**src/hw/rtl/mcc_pkg.sv**
```systemverilog
// ----------------------------------------------------------------------------
// mcc_pkg: shared definitions of the maze chunk carver
// Chunk geometry, memory sizes, direction and state codes, and the control
// and status bundles that pass between the carver and its random source.
// ----------------------------------------------------------------------------
`default_nettype none

package mcc_pkg;

    // Chunk geometry and stack size.
    localparam int CHUNK_WIDTH   = 32;
    localparam int CHUNK_HEIGHT  = 32;
    localparam int STACK_ENTRIES = 512;

    // Node grid: one node on every even cell in each direction.
    localparam int NODES_X = (CHUNK_WIDTH + 1) / 2;
    localparam int NODES_Y = (CHUNK_HEIGHT + 1) / 2;

    // Derived widths.
    localparam int NXW  = $clog2(NODES_X);
    localparam int NYW  = $clog2(NODES_Y);
    localparam int CXW  = $clog2(CHUNK_WIDTH);
    localparam int RW   = $clog2(CHUNK_HEIGHT);
    localparam int SAW  = $clog2(STACK_ENTRIES);
    localparam int SPW  = $clog2(STACK_ENTRIES + 1);
    localparam int ROW_W = CHUNK_WIDTH;

    // Fixed field widths of the ports.
    localparam int COORD_W   = 16;
    localparam int SEED_W    = 32;
    localparam int OUT_ROW_W = 32;
    localparam int ROW_IDX_W = 6;

    // Walk directions in their unshuffled order.
    typedef enum logic [1:0] {
        DIR_UP    = 2'd0,
        DIR_RIGHT = 2'd1,
        DIR_DOWN  = 2'd2,
        DIR_LEFT  = 2'd3
    } dir_t;

    // One stack entry: a node of the grid.
    typedef struct packed {
        logic [NYW-1:0] ny;
        logic [NXW-1:0] nx;
    } node_t;

    // Sequencer states of the carver.
    typedef enum logic [3:0] {
        ST_IDLE,
        ST_INIT,
        ST_SEED,
        ST_POP,
        ST_SHUF,
        ST_CHK_RD,
        ST_CHK_EVAL,
        ST_WALL_RD,
        ST_WALL_WR,
        ST_PUSH_T,
        ST_PUSH_N,
        ST_CTR_RD,
        ST_CTR_WR,
        ST_EMIT_RD,
        ST_EMIT_OUT
    } carve_state_t;

    // Seed mixing phases of the random source.
    typedef enum logic [2:0] {
        SP_READY,
        SP_MUL_X,
        SP_MUL_Y,
        SP_MUL_XY,
        SP_MUL_C3
    } seed_phase_t;

    // Control towards the random source.
    typedef struct packed {
        logic load;
        logic draw;
    } rng_ctrl_t;

    // Status from the random source.
    typedef struct packed {
        logic       ready;
        logic [1:0] pick;
    } rng_stat_t;

endpackage

`default_nettype wire

```
**src/hw/rtl/mcc_rng.sv**
```systemverilog
// ----------------------------------------------------------------------------
// mcc_rng: seeded xorshift source
// Mixes the chunk coordinates with the base seed through one shared 32-bit
// multiplier, then supplies one xorshift draw per request.
// ----------------------------------------------------------------------------
`default_nettype none

module mcc_rng (
    input  logic                               clk,
    input  logic                               rst_n,
    input  logic        [mcc_pkg::SEED_W-1:0]  world_seed,
    input  logic signed [mcc_pkg::COORD_W-1:0] chunk_x,
    input  logic signed [mcc_pkg::COORD_W-1:0] chunk_y,
    input  mcc_pkg::rng_ctrl_t                 ctrl,
    output mcc_pkg::rng_stat_t                 stat
);
    import mcc_pkg::*;

    localparam logic [SEED_W-1:0] MIX_X  = 32'd73856093;
    localparam logic [SEED_W-1:0] MIX_Y  = 32'd19349663;
    localparam logic [SEED_W-1:0] MIX_XY = 32'd83492791;

    seed_phase_t        phase_reg, phase_next;
    logic [SEED_W-1:0]  rand_reg, rand_next;
    logic [SEED_W-1:0]  sx_reg, sx_next;
    logic [SEED_W-1:0]  sy_reg, sy_next;
    logic [SEED_W-1:0]  cross_reg, cross_next;
    logic [SEED_W-1:0]  mul_a, mul_b, prod;
    logic [SEED_W-1:0]  shifted;

    // One xorshift step with shifts 13, 17 and 5.
    function automatic logic [SEED_W-1:0] xorshift(input logic [SEED_W-1:0] v);
        logic [SEED_W-1:0] x;
        x = v;
        x = x ^ (x << 13);
        x = x ^ (x >> 17);
        x = x ^ (x << 5);
        return x;
    endfunction

    assign shifted = xorshift(rand_reg);

    // Shared multiplier, low 32 bits of the product.
    assign prod = mul_a * mul_b;

    // Phase register and state.
    always_ff @(posedge clk or negedge rst_n)
    begin
        if (!rst_n)
        begin
            phase_reg <= SP_READY;
            rand_reg  <= '0;
        end
        else
        begin
            phase_reg <= phase_next;
            rand_reg  <= rand_next;
        end
    end

    // Operand registers.
    always_ff @(posedge clk)
    begin
        sx_reg    <= sx_next;
        sy_reg    <= sy_next;
        cross_reg <= cross_next;
    end

    // Seed mixing sequence and draws.
    always_comb
    begin
        phase_next = phase_reg;
        rand_next  = rand_reg;
        sx_next    = sx_reg;
        sy_next    = sy_reg;
        cross_next = cross_reg;
        mul_a      = sx_reg;
        mul_b      = MIX_X;
        unique case (phase_reg)
            SP_READY:
            begin
                if (ctrl.load)
                begin
                    sx_next    = {{(SEED_W-COORD_W){chunk_x[COORD_W-1]}}, chunk_x};
                    sy_next    = {{(SEED_W-COORD_W){chunk_y[COORD_W-1]}}, chunk_y};
                    rand_next  = world_seed;
                    phase_next = SP_MUL_X;
                end
                else if (ctrl.draw)
                begin
                    rand_next = shifted;
                end
            end
            SP_MUL_X:
            begin
                mul_a      = sx_reg;
                mul_b      = MIX_X;
                rand_next  = rand_reg ^ prod;
                phase_next = SP_MUL_Y;
            end
            SP_MUL_Y:
            begin
                mul_a      = sy_reg;
                mul_b      = MIX_Y;
                rand_next  = rand_reg ^ prod;
                phase_next = SP_MUL_XY;
            end
            SP_MUL_XY:
            begin
                mul_a      = sx_reg;
                mul_b      = sy_reg;
                cross_next = prod;
                phase_next = SP_MUL_C3;
            end
            SP_MUL_C3:
            begin
                mul_a      = cross_reg;
                mul_b      = MIX_XY;
                rand_next  = rand_reg ^ prod;
                phase_next = SP_READY;
            end
            default:
            begin
                phase_next = SP_READY;
            end
        endcase
    end

    assign stat.ready = (phase_reg == SP_READY);
    assign stat.pick  = shifted[1:0];

endmodule

`default_nettype wire

```
**config.mk**
```make
export PLATFORM = sky130hd
export DESIGN_NAME = mcc_rng
export DESIGN_NICKNAME = d
export VERILOG_FILES = /design/src/hw/rtl/mcc_pkg.sv /design/src/hw/rtl/mcc_rng.sv
export SDC_FILE = /design/constraint.sdc
export NUM_CORES = 1
export LEC_CHECK = 0
export BUFFER_PORTS_ARGS = -buffer_cell sky130_fd_sc_hd__buf_2
export CORE_UTILIZATION = 45
export DETAILED_ROUTE_END_ITERATION = 8
export GPL_TIMING_DRIVEN = 0
export PLACE_DENSITY = 0.61
export SYNTH_ARGS = -nofsm -noshare
export SYNTH_HDL_FRONTEND = slang
export SYNTH_SLANG_ARGS = --single-unit
```
**constraint.sdc**
```tcl
create_clock -name clk -period 8.3 [get_ports clk]
set_clock_uncertainty 0.2 [all_clocks]
set_input_delay 2.075 -clock clk [delete_from_list [all_inputs] [get_ports clk]]
set_output_delay 2.075 -clock clk [all_outputs]
set_load 0.03 [all_outputs]
```
==> results.toml <==
[sta]
setup_viol = 12
fin_crit_ps = 8458
clock.fmax_ghz = 0.1182
fin_ws_ps = -157.5
finalCritPeriodShare = 1.019
hold_violations = 0
slew_violations = 0
rsz0062_at_grt = "true"
max_slew.worst_pin.slew_ps = 1047
maxSlewHeadroom = 0.2997

[critical_path]
endpoint_kind = "register"
cp-start-kind = "register"
path_max_fanout = 7
critPathMaxStageDelay_ps = 590
arrival_ps = 8510
r2r_start = "phase_reg[1]"
worst-path-buf-inv = 11
r2r_slack_ps = -160
cp.required_ps = 8350
cp_common_cell = "fa_1"
critical-path-slowest-cell = "fa_1"
critical-path-top-delay-family = "adder cells"
r2r_cells = 32
path_class = "register to register"
timing.rr.end = "rand_reg[30]"

[logic_synthesis]
yosys_register_bits = 99
synth_area_sq_um = 21480
yosys.area.top_type = "fa_1"
syn-num-nets = 3007
synthArstFlopShare = 0.3535
ys_warn_count = 0
synth.distinct_cells = 79
synth.most_common_cell = "inv_1"
synthTopCellsByCount = "inv_1, fa_1, nor2_1"
netlist_instances = 2408
synth_edf_count = 64
seq_area_frac_synth = 0.1302
synthTopCellsByArea = "fa_1, edfxtp_1, inv_1"
syn_area_per_cell_sq_um = 8.921
yosysTopAreaCellShare = 0.3802
synth-main-ff-cell = "edfxtp_1"

[place]
io_buffers = 69
place_area_sq_um = 22600
finalWeightedCongestion = 1.024
dpl.hpwl_um = 65430

[clock_tree]
clk_pin_slew_ps = 70
cts_made_buffers = 9
postCtsHoldBufs = 0
cts.sinks = 99
clk-insertion-delay-late_ps = 370
clockRootBuffer = "clkbuf_16"
htreeDepth = 3
cts_tree = "done"
clock_path_buffers = 2

[route]
drtAntennaViolNets = 0
avgViaCountPerCell = 5.693
drt_iter0_drc = 1877
drc_errors = 0
first_pass_iters = 5
drt-total-wl_um = 81930
route.vias.total = 18320
wire_per_inst_um = 25.46

[layout]
drive_gt1_frac = 0.1985
fill_cells = 4321
stdcell_area_sq_um = 25780
syn_to_final_growth_pct = 19.99
final_nets = 3203

[min_path]
hold_depth = 1
hold_path_class = "register to register"
hold_end = "rand_reg[23]"
min_from = "rand_reg[23]"

[global_route]
grt_max_degree = 36
grt_pass1_wl_um = 120200
grt_pass1_vias = 18730
antenna_found_initial = 5
grt_overflow = 0
track_usage = 0.3463

[status]
outcome = "finished with violations"
violations = "negative setup slack"

[die]
core_region_area_sq_um = 46850
start_util = 0.4585
fp-row-count = 79
die_y_um = 220.5
ios = 71
die_w_um = 220.5
die_area_sq_um = 48620

[flow_run]
max_cap_viol_count = 0
[cell families (layout without fill, tap and decap cells)]
logic type	after synthesis	count (layout)	share of synthesized area
AOI/OAI and AO/OA	339	339	0.1061
buffers and inverters	584	785	0.1051
muxes	7	7	0.003378
DFF	99	99	0.1302
adders and majority gates	531	531	0.4519
other	0	2	0
and+or+nand+nor	710	710	0.1422
xor gates and xnor gates	138	138	0.06116
[cell usage in the layout (no fill, tap or decap), types with 44 or more instances in the layout]
master	n
nand2b_1	44
edfxtp_1	64
buf_4	109
a21oi_1	64
xnor2_1	87
fa_1	380
o21ai_0	56
inv_1	458
buf_2	70
nand2_1	211
ha_1	106
nor2_1	300
[worst reg2reg max path, delay by kind of cell (launching register included)]
family,cells,cell delay (ps)
adders and majority gates,9,4300
AOI/OAI and AO/OA,6,1420
DFF,1,400
and+or+nand+nor,6,690
buffers and inverters,11,1330
[final cells by class]
type                            count  area [sq um]  share of cell area
Clock inverter                      6         95.09            0.003689
Multi-Input combinational cell   1725         17610              0.6830
Timing Repair inverter              1         16.27           0.0006310
Clock buffer                       10         229.0            0.008883
Sequential cell                    99          2799              0.1086
Antenna cell                        2         5.005           0.0001942
Timing Repair Buffer              193          1450             0.05626
Buffer                            101          1008             0.03912
Inverter                          474          1808             0.07014
Tap cell                          607         759.5             0.02946
[timing repair]
item,4_1_cts,5_1_grt
endpoints found under the setup margin,46,33
pin swaps,100,57
resized for setup,360,98
setup buffers,102,21
cloned,1,0
[metrics by stage]
stage / instances / worst slack, ps / TNS (ps) / hold WS (ps) / util
6_report: 3218 / -157.5 / -916.1 / 350.3 / 0.5502
5_1_grt: 3216 / -401.2 / -4750 / 357.1 / 0.5500
4_1_cts: 3195 / -94.53 / -203.0 / 345.0 / 0.5378
3_5_place_dp: 3084 / -2316 / -63390 / 329.0 / 0.4823
3_3_place_gp: 3084 / -2344 / -60330 / 326.5 / 0.4822
2_1_floorplan: 2408 / 23.39 / 0 / 288.3 / -
[how the worst max path moves through the flow]
stage	start	end	slack, ps	depth (start not counted)
CTS	phase_reg[0]	rand_reg[27]	-90	26
global placement	phase_reg[2]	rand_reg[27]	-2340	31
finish	phase_reg[1]	rand_reg[30]	-160	32
detailed placement	phase_reg[2]	rand_reg[27]	-2320	31
global route	phase_reg[1]	rand_reg[31]	-400	35
floorplan	phase_reg[2]	rand_reg[27]	20	30
[metal layers]
metal  GRT usage  routed length [um]  up-vias
li1            -                   -     7836
met1      0.4628               32250     9288
met2      0.5471               37440      983
met3     0.07973                8555      205
met4      0.1324                3643        8
met5           0                  51        -
Power is left out: the tool's default activity adds up to more than one toggle a clock period on the data nets, which glitch-free logic cannot reach.
